## src/rtl/core/sha256_pkg.sv

```systemverilog
// ----------------------------------------------------------------------------
// sha256_pkg
// Shared constants, round table and helper functions for the SHA-256 hasher.
// ----------------------------------------------------------------------------
package sha256_pkg;

  localparam logic [31:0] ROUND_K [64] = '{
    32'h428a2f98, 32'h71374491, 32'hb5c0fbcf, 32'he9b5dba5, 32'h3956c25b, 32'h59f111f1,
    32'h923f82a4, 32'hab1c5ed5, 32'hd807aa98, 32'h12835b01, 32'h243185be, 32'h550c7dc3,
    32'h72be5d74, 32'h80deb1fe, 32'h9bdc06a7, 32'hc19bf174, 32'he49b69c1, 32'hefbe4786,
    32'h0fc19dc6, 32'h240ca1cc, 32'h2de92c6f, 32'h4a7484aa, 32'h5cb0a9dc, 32'h76f988da,
    32'h983e5152, 32'ha831c66d, 32'hb00327c8, 32'hbf597fc7, 32'hc6e00bf3, 32'hd5a79147,
    32'h06ca6351, 32'h14292967, 32'h27b70a85, 32'h2e1b2138, 32'h4d2c6dfc, 32'h53380d13,
    32'h650a7354, 32'h766a0abb, 32'h81c2c92e, 32'h92722c85, 32'ha2bfe8a1, 32'ha81a664b,
    32'hc24b8b70, 32'hc76c51a3, 32'hd192e819, 32'hd6990624, 32'hf40e3585, 32'h106aa070,
    32'h19a4c116, 32'h1e376c08, 32'h2748774c, 32'h34b0bcb5, 32'h391c0cb3, 32'h4ed8aa4a,
    32'h5b9cca4f, 32'h682e6ff3, 32'h748f82ee, 32'h78a5636f, 32'h84c87814, 32'h8cc70208,
    32'h90befffa, 32'ha4506ceb, 32'hbef9a3f7, 32'hc67178f2
  };

  localparam logic [31:0] INIT_HASH [8] = '{
    32'h6a09e667, 32'hbb67ae85, 32'h3c6ef372, 32'ha54ff53a,
    32'h510e527f, 32'h9b05688c, 32'h1f83d9ab, 32'h5be0cd19
  };

  localparam logic [7:0] PAD_BYTE = 8'h80;

  typedef enum logic [5:0] {
    ST_IDLE  = 6'b000001,
    ST_PAD   = 6'b000010,
    ST_LOAD  = 6'b000100,
    ST_ROUND = 6'b001000,
    ST_ADD   = 6'b010000,
    ST_OUT   = 6'b100000
  } state_t;

  function automatic logic [31:0] ror32(input logic [31:0] v, input int unsigned s);
    ror32 = (v >> s) | (v << (32 - s));
  endfunction

  function automatic logic [31:0] sig0(input logic [31:0] p);
    sig0 = ror32(p, 7) ^ ror32(p, 18) ^ (p >> 3);
  endfunction

  function automatic logic [31:0] sig1(input logic [31:0] q);
    sig1 = ror32(q, 17) ^ ror32(q, 19) ^ (q >> 10);
  endfunction

  function automatic logic [31:0] bsig0(input logic [31:0] a);
    bsig0 = ror32(a, 2) ^ ror32(a, 13) ^ ror32(a, 22);
  endfunction

  function automatic logic [31:0] bsig1(input logic [31:0] e);
    bsig1 = ror32(e, 6) ^ ror32(e, 11) ^ ror32(e, 25);
  endfunction

endpackage

```

## src/rtl/core/sha256_stream_hasher.sv

```systemverilog
// ----------------------------------------------------------------------------
// sha256_stream_hasher
// Byte-serial SHA-256: packs bytes into a 16-word block memory, runs one round
// per cycle against a 16-entry rolling schedule, then emits h0..h7.
// ----------------------------------------------------------------------------
// input: a byte that does not close a block is taken while idle; a block-closing
//   byte stalls the input through load, 64 rounds and add
// final item: padding pass over all 16 words plus compression (load, rounds, add),
//   twice when a length-only block follows; then 8 transfers
// no new byte is taken until the block in flight has been compressed
// reset: synchronous active low, restores the initial hash and zero count
module sha256_stream_hasher (
  input  logic        clk,
  input  logic        rst_n,
  input  logic        in_valid,
  output logic        in_stall,
  input  logic [7:0]  in_data_byte,
  input  logic        in_byte_present,
  input  logic        in_message_end,
  output logic        out_valid,
  input  logic        out_stall,
  output logic [31:0] out_digest_word,
  output logic [2:0]  out_word_index,
  output logic        out_last_word
);

  sha256_pkg::state_t state_r, state_nxt;

  // block memory: one write port, one registered read port
  logic [31:0] blk_mem [16];
  logic        blk_we;
  logic [3:0]  blk_waddr;
  logic [31:0] blk_wdata;
  logic [3:0]  blk_raddr;
  logic [31:0] blk_rdata_r;

  logic [31:0] hash_r [8];
  logic [31:0] wv_r [8];
  logic [31:0] w_r [16];
  logic [60:0] count_r;
  logic [6:0]  rnd_r;
  logic [3:0]  pad_idx_r;
  logic        two_blk_r;
  logic        final_r;
  logic [31:0] acc_r;
  logic [2:0]  oidx_r;
  logic        ovalid_r;

  logic        accept;
  logic [5:0]  pos;
  logic [31:0] byte_word;
  logic [31:0] kw;
  logic [31:0] t1, t2;
  logic [31:0] w_next;
  logic [63:0] bits;
  logic [5:0]  end_pos;
  logic [31:0] pad_word;

  assign accept   = in_valid && !in_stall;
  assign in_stall = (state_r != sha256_pkg::ST_IDLE);
  assign pos      = count_r[5:0];
  assign end_pos  = count_r[5:0];
  assign bits     = {count_r, 3'b000};

  // merge byte into partially built word held in acc_r
  always_comb begin
    case (pos[1:0])
      2'd0: byte_word = {in_data_byte, 24'h0};
      2'd1: byte_word = {acc_r[31:24], in_data_byte, 16'h0};
      2'd2: byte_word = {acc_r[31:16], in_data_byte, 8'h0};
      default: byte_word = {acc_r[31:8], in_data_byte};
    endcase
  end

  // padding word for index pad_idx_r given end position
  always_comb begin
    logic [31:0] tmp;
    tmp = 32'h0;
    if (pad_idx_r == 4'd14) begin
      tmp = bits[63:32];
    end else if (pad_idx_r == 4'd15) begin
      tmp = bits[31:0];
    end
    if (!final_r) begin
      if (pad_idx_r < end_pos[5:2]) begin
        tmp = 32'h0;
      end else if (pad_idx_r == end_pos[5:2]) begin
        case (end_pos[1:0])
          2'd0: tmp = {sha256_pkg::PAD_BYTE, 24'h0};
          2'd1: tmp = {acc_r[31:24], sha256_pkg::PAD_BYTE, 16'h0};
          2'd2: tmp = {acc_r[31:16], sha256_pkg::PAD_BYTE, 8'h0};
          default: tmp = {acc_r[31:8], sha256_pkg::PAD_BYTE};
        endcase
      end else if (end_pos >= 6'd56) begin
        tmp = 32'h0;
      end
    end
    pad_word = tmp;
  end

  // round logic
  assign kw     = (rnd_r[6:4] == 3'd0) ? blk_rdata_r : w_next;
  assign t1     = wv_r[7] + sha256_pkg::bsig1(wv_r[4])
                  + ((wv_r[4] & wv_r[5]) ^ (~wv_r[4] & wv_r[6]))
                  + sha256_pkg::ROUND_K[rnd_r[5:0]] + kw;
  assign t2     = sha256_pkg::bsig0(wv_r[0])
                  + ((wv_r[0] & wv_r[1]) ^ (wv_r[0] & wv_r[2]) ^ (wv_r[1] & wv_r[2]));
  assign w_next = w_r[0] + sha256_pkg::sig0(w_r[1]) + w_r[9] + sha256_pkg::sig1(w_r[14]);

  always_comb begin
    blk_we    = 1'b0;
    blk_waddr = pos[5:2];
    blk_wdata = byte_word;
    blk_raddr = 4'd0;
    state_nxt = state_r;
    unique case (state_r)
      sha256_pkg::ST_IDLE: begin
        if (accept) begin
          if (in_byte_present) begin
            blk_we = 1'b1;
            if (pos == 6'd63) begin
              state_nxt = sha256_pkg::ST_LOAD;
            end else if (in_message_end) begin
              state_nxt = sha256_pkg::ST_PAD;
            end
          end else if (in_message_end) begin
            state_nxt = sha256_pkg::ST_PAD;
          end
        end
      end
      sha256_pkg::ST_PAD: begin
        // message words ahead of the end word stay as written
        blk_we    = final_r || (pad_idx_r >= end_pos[5:2]);
        blk_waddr = pad_idx_r;
        blk_wdata = pad_word;
        if (pad_idx_r == 4'd15) begin
          state_nxt = sha256_pkg::ST_LOAD;
        end
      end
      sha256_pkg::ST_LOAD: begin
        state_nxt = sha256_pkg::ST_ROUND;
        blk_raddr = 4'd0;
      end
      sha256_pkg::ST_ROUND: begin
        blk_raddr = rnd_r[3:0] + 4'd1;
        if (rnd_r == 7'd63) begin
          state_nxt = sha256_pkg::ST_ADD;
        end
      end
      sha256_pkg::ST_ADD: begin
        if (two_blk_r) begin
          state_nxt = sha256_pkg::ST_PAD;
        end else if (final_r) begin
          state_nxt = sha256_pkg::ST_OUT;
        end else begin
          state_nxt = sha256_pkg::ST_IDLE;
        end
      end
      sha256_pkg::ST_OUT: begin
        if (out_valid && !out_stall && oidx_r == 3'd7) begin
          state_nxt = sha256_pkg::ST_IDLE;
        end
      end
      default: state_nxt = sha256_pkg::ST_IDLE;
    endcase
  end

  always_ff @(posedge clk) begin
    if (blk_we) begin
      blk_mem[blk_waddr] <= blk_wdata;
    end
    blk_rdata_r <= blk_mem[blk_raddr];
  end

  always_ff @(posedge clk) begin
    if (!rst_n) begin
      state_r   <= sha256_pkg::ST_IDLE;
      count_r   <= '0;
      rnd_r     <= '0;
      pad_idx_r <= '0;
      two_blk_r <= 1'b0;
      final_r   <= 1'b0;
      oidx_r    <= '0;
      ovalid_r  <= 1'b0;
      acc_r     <= '0;
      for (int i = 0; i < 8; i++) begin
        hash_r[i] <= sha256_pkg::INIT_HASH[i];
      end
    end else begin
      state_r <= state_nxt;
      unique case (state_r)
        sha256_pkg::ST_IDLE: begin
          if (accept && in_byte_present) begin
            acc_r   <= byte_word;
            count_r <= count_r + 61'd1;
            // an end on a block-closing byte pads a fresh block after this one
            if (pos == 6'd63 && in_message_end) begin
              two_blk_r <= 1'b1;
            end
          end
        end
        sha256_pkg::ST_PAD: begin
          pad_idx_r <= pad_idx_r + 4'd1;
          // first pass decides whether a length-only block follows
          if (pad_idx_r == 4'd15 && !final_r) begin
            final_r   <= 1'b1;
            two_blk_r <= (end_pos >= 6'd56);
          end
        end
        sha256_pkg::ST_LOAD: begin
          rnd_r <= '0;
          for (int i = 0; i < 8; i++) begin
            wv_r[i] <= hash_r[i];
          end
        end
        sha256_pkg::ST_ROUND: begin
          rnd_r <= rnd_r + 7'd1;
          wv_r[7] <= wv_r[6];
          wv_r[6] <= wv_r[5];
          wv_r[5] <= wv_r[4];
          wv_r[4] <= wv_r[3] + t1;
          wv_r[3] <= wv_r[2];
          wv_r[2] <= wv_r[1];
          wv_r[1] <= wv_r[0];
          wv_r[0] <= t1 + t2;
          // rolling schedule window, w_r[15] is the newest word
          for (int i = 0; i < 15; i++) begin
            w_r[i] <= w_r[i + 1];
          end
          w_r[15] <= kw;
        end
        sha256_pkg::ST_ADD: begin
          for (int i = 0; i < 8; i++) begin
            hash_r[i] <= hash_r[i] + wv_r[i];
          end
          pad_idx_r <= 4'd0;
          two_blk_r <= 1'b0;
          if (final_r && !two_blk_r) begin
            oidx_r   <= '0;
            ovalid_r <= 1'b1;
          end
        end
        sha256_pkg::ST_OUT: begin
          if (ovalid_r && !out_stall) begin
            oidx_r <= oidx_r + 3'd1;
            if (oidx_r == 3'd7) begin
              ovalid_r  <= 1'b0;
              final_r   <= 1'b0;
              count_r   <= '0;
              for (int i = 0; i < 8; i++) begin
                hash_r[i] <= sha256_pkg::INIT_HASH[i];
              end
            end
          end
        end
        default: ;
      endcase
    end
  end

  assign out_valid       = ovalid_r;
  assign out_digest_word = hash_r[oidx_r];
  assign out_word_index  = oidx_r;
  assign out_last_word   = (oidx_r == 3'd7);

endmodule
```

## config.mk

```make
export PLATFORM = sky130hd
export DESIGN_NAME = sha256_stream_hasher
export DESIGN_NICKNAME = d
export VERILOG_FILES = /design/src/rtl/core/sha256_pkg.sv /design/src/rtl/core/sha256_stream_hasher.sv
export SDC_FILE = /design/constraint.sdc
export NUM_CORES = 2
export LEC_CHECK = 0
export CORE_AREA = 3 3 411 413
export CTS_CLUSTER_SIZE = 40
export DETAILED_ROUTE_END_ITERATION = 6
export DIE_AREA = 0 0 414 416
export DONT_BUFFER_PORTS = 1
export PLACE_DENSITY = 0.7
export SKIP_LAST_GASP = 1
export SLEW_MARGIN = 20
export SYNTH_ARGS = -nofsm -noshare
export SYNTH_HDL_FRONTEND = slang
export SYNTH_SLANG_ARGS = --single-unit
export TNS_END_PERCENT = 50
```

## constraint.sdc

```tcl
create_clock -name clk -period 26.1 [get_ports clk]
set_input_delay 0 -clock clk [delete_from_list [all_inputs] [get_ports clk]]
set_output_delay 0 -clock clk [all_outputs]
set_load 0.005 [all_outputs]
```

## Yosys cells after proc, flatten, opt, wreduce, memory -nomap -nowiden

Memory sizes are Yosys's and may differ from the RTL's. A register that Yosys moved wholly into a read port is not among the register bits.
Index checks and enable logic that the tools add are counted.

| word-level totals | value |
|---|---|
| memories kept | 5 |
| memory bits (read-only) | 2048 |
| output and inout port bits | 38 |
| bits of input ports | 14 |
| bits in writable memories | 1536 |
| register bits | 116 |
| word-level logic and storage cells | 234 |

Memory list:

| name | words | bits a word | read ports | clocked after memory_dff | wr ports | line | source |
|---|---|---|---|---|---|---|---|
| (no name shown) | 64 | 32 | 1 | 0 | 0 | sha256_stream_hasher.sv:105 | `+ sha256_pkg::ROUND_K[rnd_r[5:0]] + kw;` |
| blk_mem | 16 | 32 | 1 | 1 | 1 | sha256_stream_hasher.sv:30 | `logic [31:0] blk_mem [16];` |
| w_r | 16 | 32 | 16 | 0 | 16 | sha256_stream_hasher.sv:39 | `logic [31:0] w_r [16];` |
| hash_r | 8 | 32 | 9 | 1 | 8 | sha256_stream_hasher.sv:37 | `logic [31:0] hash_r [8];` |
| wv_r | 8 | 32 | 8 | 0 | 8 | sha256_stream_hasher.sv:38 | `logic [31:0] wv_r [8];` |

| cells by class | value |
|---|---|
| muxes and demuxes | 89 |
| bitwise operators | 52 |
| reductions and logical operators | 27 |
| $lt $le $gt $ge | 4 |
| equality and inequality tests | 25 |
| add/sub/neg operators | 23 |

Operators by type and width:

| kind | number |
|---|---|
| two-way mux 32 bit | 34 |
| adder 32 bit | 18 |
| bitwise XOR 32 bit | 9 |
| one-hot mux 32 bit (3 select lines) | 2 |
| two-way mux 61 bit | 3 |
| AND 32 bit | 5 |
| one-hot mux 61 bit (2 select lines) | 1 |
| adder 61 x 1 -> 61 bit (second input constant) | 1 |
| two-way mux 6 bit | 9 |
| one-hot mux 6 bit (6 select lines) | 1 |
| NOT 32 bit | 1 |
| bitwise OR 10 x 32 -> 32 bit | 1 |
| bitwise OR 13 x 32 -> 32 bit | 1 |
| bitwise OR 14 x 32 -> 32 bit | 1 |
| bitwise OR 15 x 32 -> 32 bit | 1 |
| bitwise OR 19 x 32 -> 32 bit | 1 |
| bitwise OR 21 x 32 -> 32 bit | 1 |
| bitwise OR 25 x 32 -> 32 bit | 1 |
| bitwise OR 26 x 32 -> 32 bit | 1 |
| bitwise OR 30 x 32 -> 32 bit | 1 |
| bitwise OR 7 x 32 -> 32 bit | 1 |
| bitwise XOR 32 x 22 -> 32 bit | 1 |
| bitwise XOR 32 x 29 -> 32 bit | 1 |
| two-way mux 1 bit | 26 |
| 40 further kinds | 98 |

## Logic depth before layout (Yosys ltp)

An unclocked memory read counts as a cell.

| logic depth | value |
|---|---|
| depth after elaboration | 11 |
| mapped depth | 46 |
| mapped depth without buffers | 45 |

## Worst setup path before layout

OpenSTA, ideal clock, no wires.

| path | value |
|---|---|
| path kind | reg2reg |
| start | reg state_r[5] |
| end | mem w_r[0][0] (enable) |
| arrival time | 15765 ps |
| buffers on the path | 2 |
| required time | 25023 ps |
| stages on the path, launching flop included | 7 |
| library setup time | 1077 ps |
| path slack | 9258 ps |
| clock period less this slack | 16842 ps |
| cells stage by stage | dfxtp_1 nor4_1 nor3b_1 nand2_1 clkbuf_1 clkinv_1 clkbuf_1 |

RTL lines:

| what | line | source |
|---|---|---|
| start, declared | sha256_stream_hasher.sv:27 | `sha256_pkg::state_t state_r, state_nxt;` |
| start signal, assigned | sha256_stream_hasher.sv:177 | `state_r <= sha256_pkg::ST_IDLE;` |
| start signal, assigned | sha256_stream_hasher.sv:190 | `state_r <= state_nxt;` |
| end, declared | sha256_stream_hasher.sv:39 |  |

==> reports/results.ini <==
[setup_path]
cpPeakStageDelay_ns = 0.64
path_common_cell = fa_1
path_class = reg2reg
worst-path-max-fanout = 6
arrival_ns = 12.20
critPathBufInv = 5
cp_slowest_cell = o41ai_1
start_kind = flip-flop
crit_path_end_kind = flip-flop
crit_family = adder cells
crit_required_ns = 26.64

[power_and_ir_drop]
peakVddDrop_uv = 179
p_leak_nw = 36.7
p_total_mw = 9.60
p_per_area_nw_per_um2 = 96.6

[placement]
dp_hpwl_um = 187000
portBuffers = 0
place_congestion = 0.997
place_area_um2 = 93100
placed_cells = 10200
place_ws_ns = 14.82

[detailed_routing]
drt-total-wl_um = 268000
dr.pass1.iters = 6
postRouteAntennaNets = 0
drc = 0
viasPerCell = 6.25
dr_total_vias = 65600
wl_per_cell_um = 25.5
drt_iter0_drc = 7702

[sta]
fin_crit_sh_pct = 44.7
fmax_mhz = 85.8
fin_worst_skew_ns = 0.0487
setup_ws_ns = 14.44
finalSetupViolCount = 0
grt_setup_unrepaired = false
period_minus_slack_ns = 11.66
drv_slew = 0
hold_violations = 0
slew_headroom_pct = 24.9
tightest_slew_ns = 1.13
hold_ws_ns = 0.0778
fin_tns_setup_ns = 0

[floorplanning]
dieArea_um2 = 172000
num_rows = 149
dieHeight_um = 416
core_area_um2 = 165000
pin_count = 52
initial_core_util_pct = 54.9
die_width_um = 414

[synth]
syn_area_um2 = 90700
synth_async_sr_flop_share_pct = 0
synthTopCellsByArea = edfxtp_1 (47%), dfxtp_1 (6.0%), ha_1 (5.7%), nand2_1 (5.7%), fa_1 (4.3%)
ys_ff_latch = 1679
synth-warning-count = 0
post_synth.cell_area_avg_um2 = 11.0
ys_types = 92
yosys.area.top_type = edfxtp_1
synth_most_common_cell = edfxtp_1
syn-num-nets = 8867
synth-edff-count = 1408
ys.flop_type = edfxtp_1
synth.top_cell.area_share_pct = 46.6
synth_common_cells = edfxtp_1 (1408), nand2_1 (1367), a21oi_1 (536), nor2_1 (435), inv_1 (419)
syn_inst = 8245
yosysSeqAreaShare_pct = 52.6

[finish]
finalNonFillerCells = 10500
drive_gt1_share_pct = 7.48
final_area_um2 = 99400
synthToLayoutAreaGrowth_pct = 9.59
fin_util_pct = 60.2
fin_nets = 8788

[global_routing]
grt_start_max_net_pins = 144
grt.overflow.total = 0
antenna_found_initial = 9
grt_use_total_pct = 30.5
grt_pass1_vias = 62100
grt_pass1_wl_um = 399000

[clock_tree]
htree_num_levels = 4
cts_buffers = 178
clock_latency_ns = 0.84
cts_tree = yes
post_cts_buffers = 0
clock-sinks = 1679
clk_pin_slew_worst_paths_ns = 0.06
clock_path_buffers = 3
root_buffer = clkbuf_16

[hold_path]
hp-class = in2reg

[outcome]
status = finished clean

[job]
drv_cap = 0

## cell usage in the layout, fill, tap and decap left out, drive strengths merged, types with 96 or more instances in the layout
cell    instances
edfxtp       1408
nand3         146
xnor2         385
inv           432
nor2          437
fa            196
nor3           96
buf           122
xor2          223
a211oi        114
o21ai         414
ha            412
a21oi         536
a21o          180
nand2        1368
clkbuf        237
dfxtp         271
## worst min-delay path: cells and delay by family
kind / cells / cell delay (ns)
and+or+nand+nor: 1 / 0.13
buffers and inverters: 1 / 0.67
AOI/OAI and AO/OA: 1 / 0.06
## routing by layer
metal / vias up / GRT usage, % / routed length [um]
met5: - / 0.722 / 95
met1: 32300 / 43.9 / 114000
met3: 526 / 4.75 / 23400
li1: 29600 / - / -
met2: 3150 / 46.7 / 119000
met4: 2 / 12.2 / 12100
## registers in the layout, summed over array words and instances (netlist names), named ones only
name and flops:
rnd_r 7, count_r 61, blk_mem 512, blk_rdata_r 32, two_blk_r 1, final_r 1
pad_idx_r 4, acc_r 24, state_r 6, out_word_index 3, wv_r 256, out_valid 1
hash_r 256, w_r 512
## cell type report
type | count | area, um^2
clock buffer | 237 | 4920
fill | 13500 | 65800
tap | 2189 | 2740
timing repair buffer | 141 | 1160
sequential | 1679 | 47700
inverter | 425 | 1610
multi-input combinational | 5741 | 40200
antenna | 3 | 7.51
clock inverter | 92 | 1050
## worst paths after layout
check | from | endpoint | slack [ns] | depth (start not counted)
worst max-delay path | w_r[0][51]$_DFFE_PP_ | wv_r[0][31]$_DFFE_PP_ | 14.44 | 38
worst min-delay path | in_data_byte[6] | acc_r[14]$_SDFFE_PN0P_ | 0.08 | 3
worst max register to register | w_r[0][51]$_DFFE_PP_ | wv_r[0][31]$_DFFE_PP_ | 14.44 | 38
worst min register to register | w_r[0][189]$_DFFE_PP_ | w_r[0][157]$_DFFE_PP_ | 0.41 | 0
## where the power goes
group	leakage, nW	switching [mW]	internal, mW	total [mW]
clock	2.88	1.11	1.47	2.58
sequential	14.8	0.0492	2.99	3.03
combinational	19.0	2.40	1.59	3.99
total	36.7	3.56	6.04	9.60
## cell families after synthesis
family          after synthesis  synth area share [%]
flops                      1679                  52.6
buf+inv                     825                  3.43
simple gates               2430                  11.6
mux                         163                  2.86
fa+ha+maj                   613                  10.1
compound gates             1926                  13.5
xor+xnor                    609                  5.90
## repair_timing
| action | CTS | global route |
|---|---|---|
| endpoints found under the hold margin | 693 | 0 |
| hold buffers | 20 | 0 |
| resized for setup | 0 | 0 |
| setup endpoints to repair | 0 | 0 |
Power figures use the tool's default switching activity.
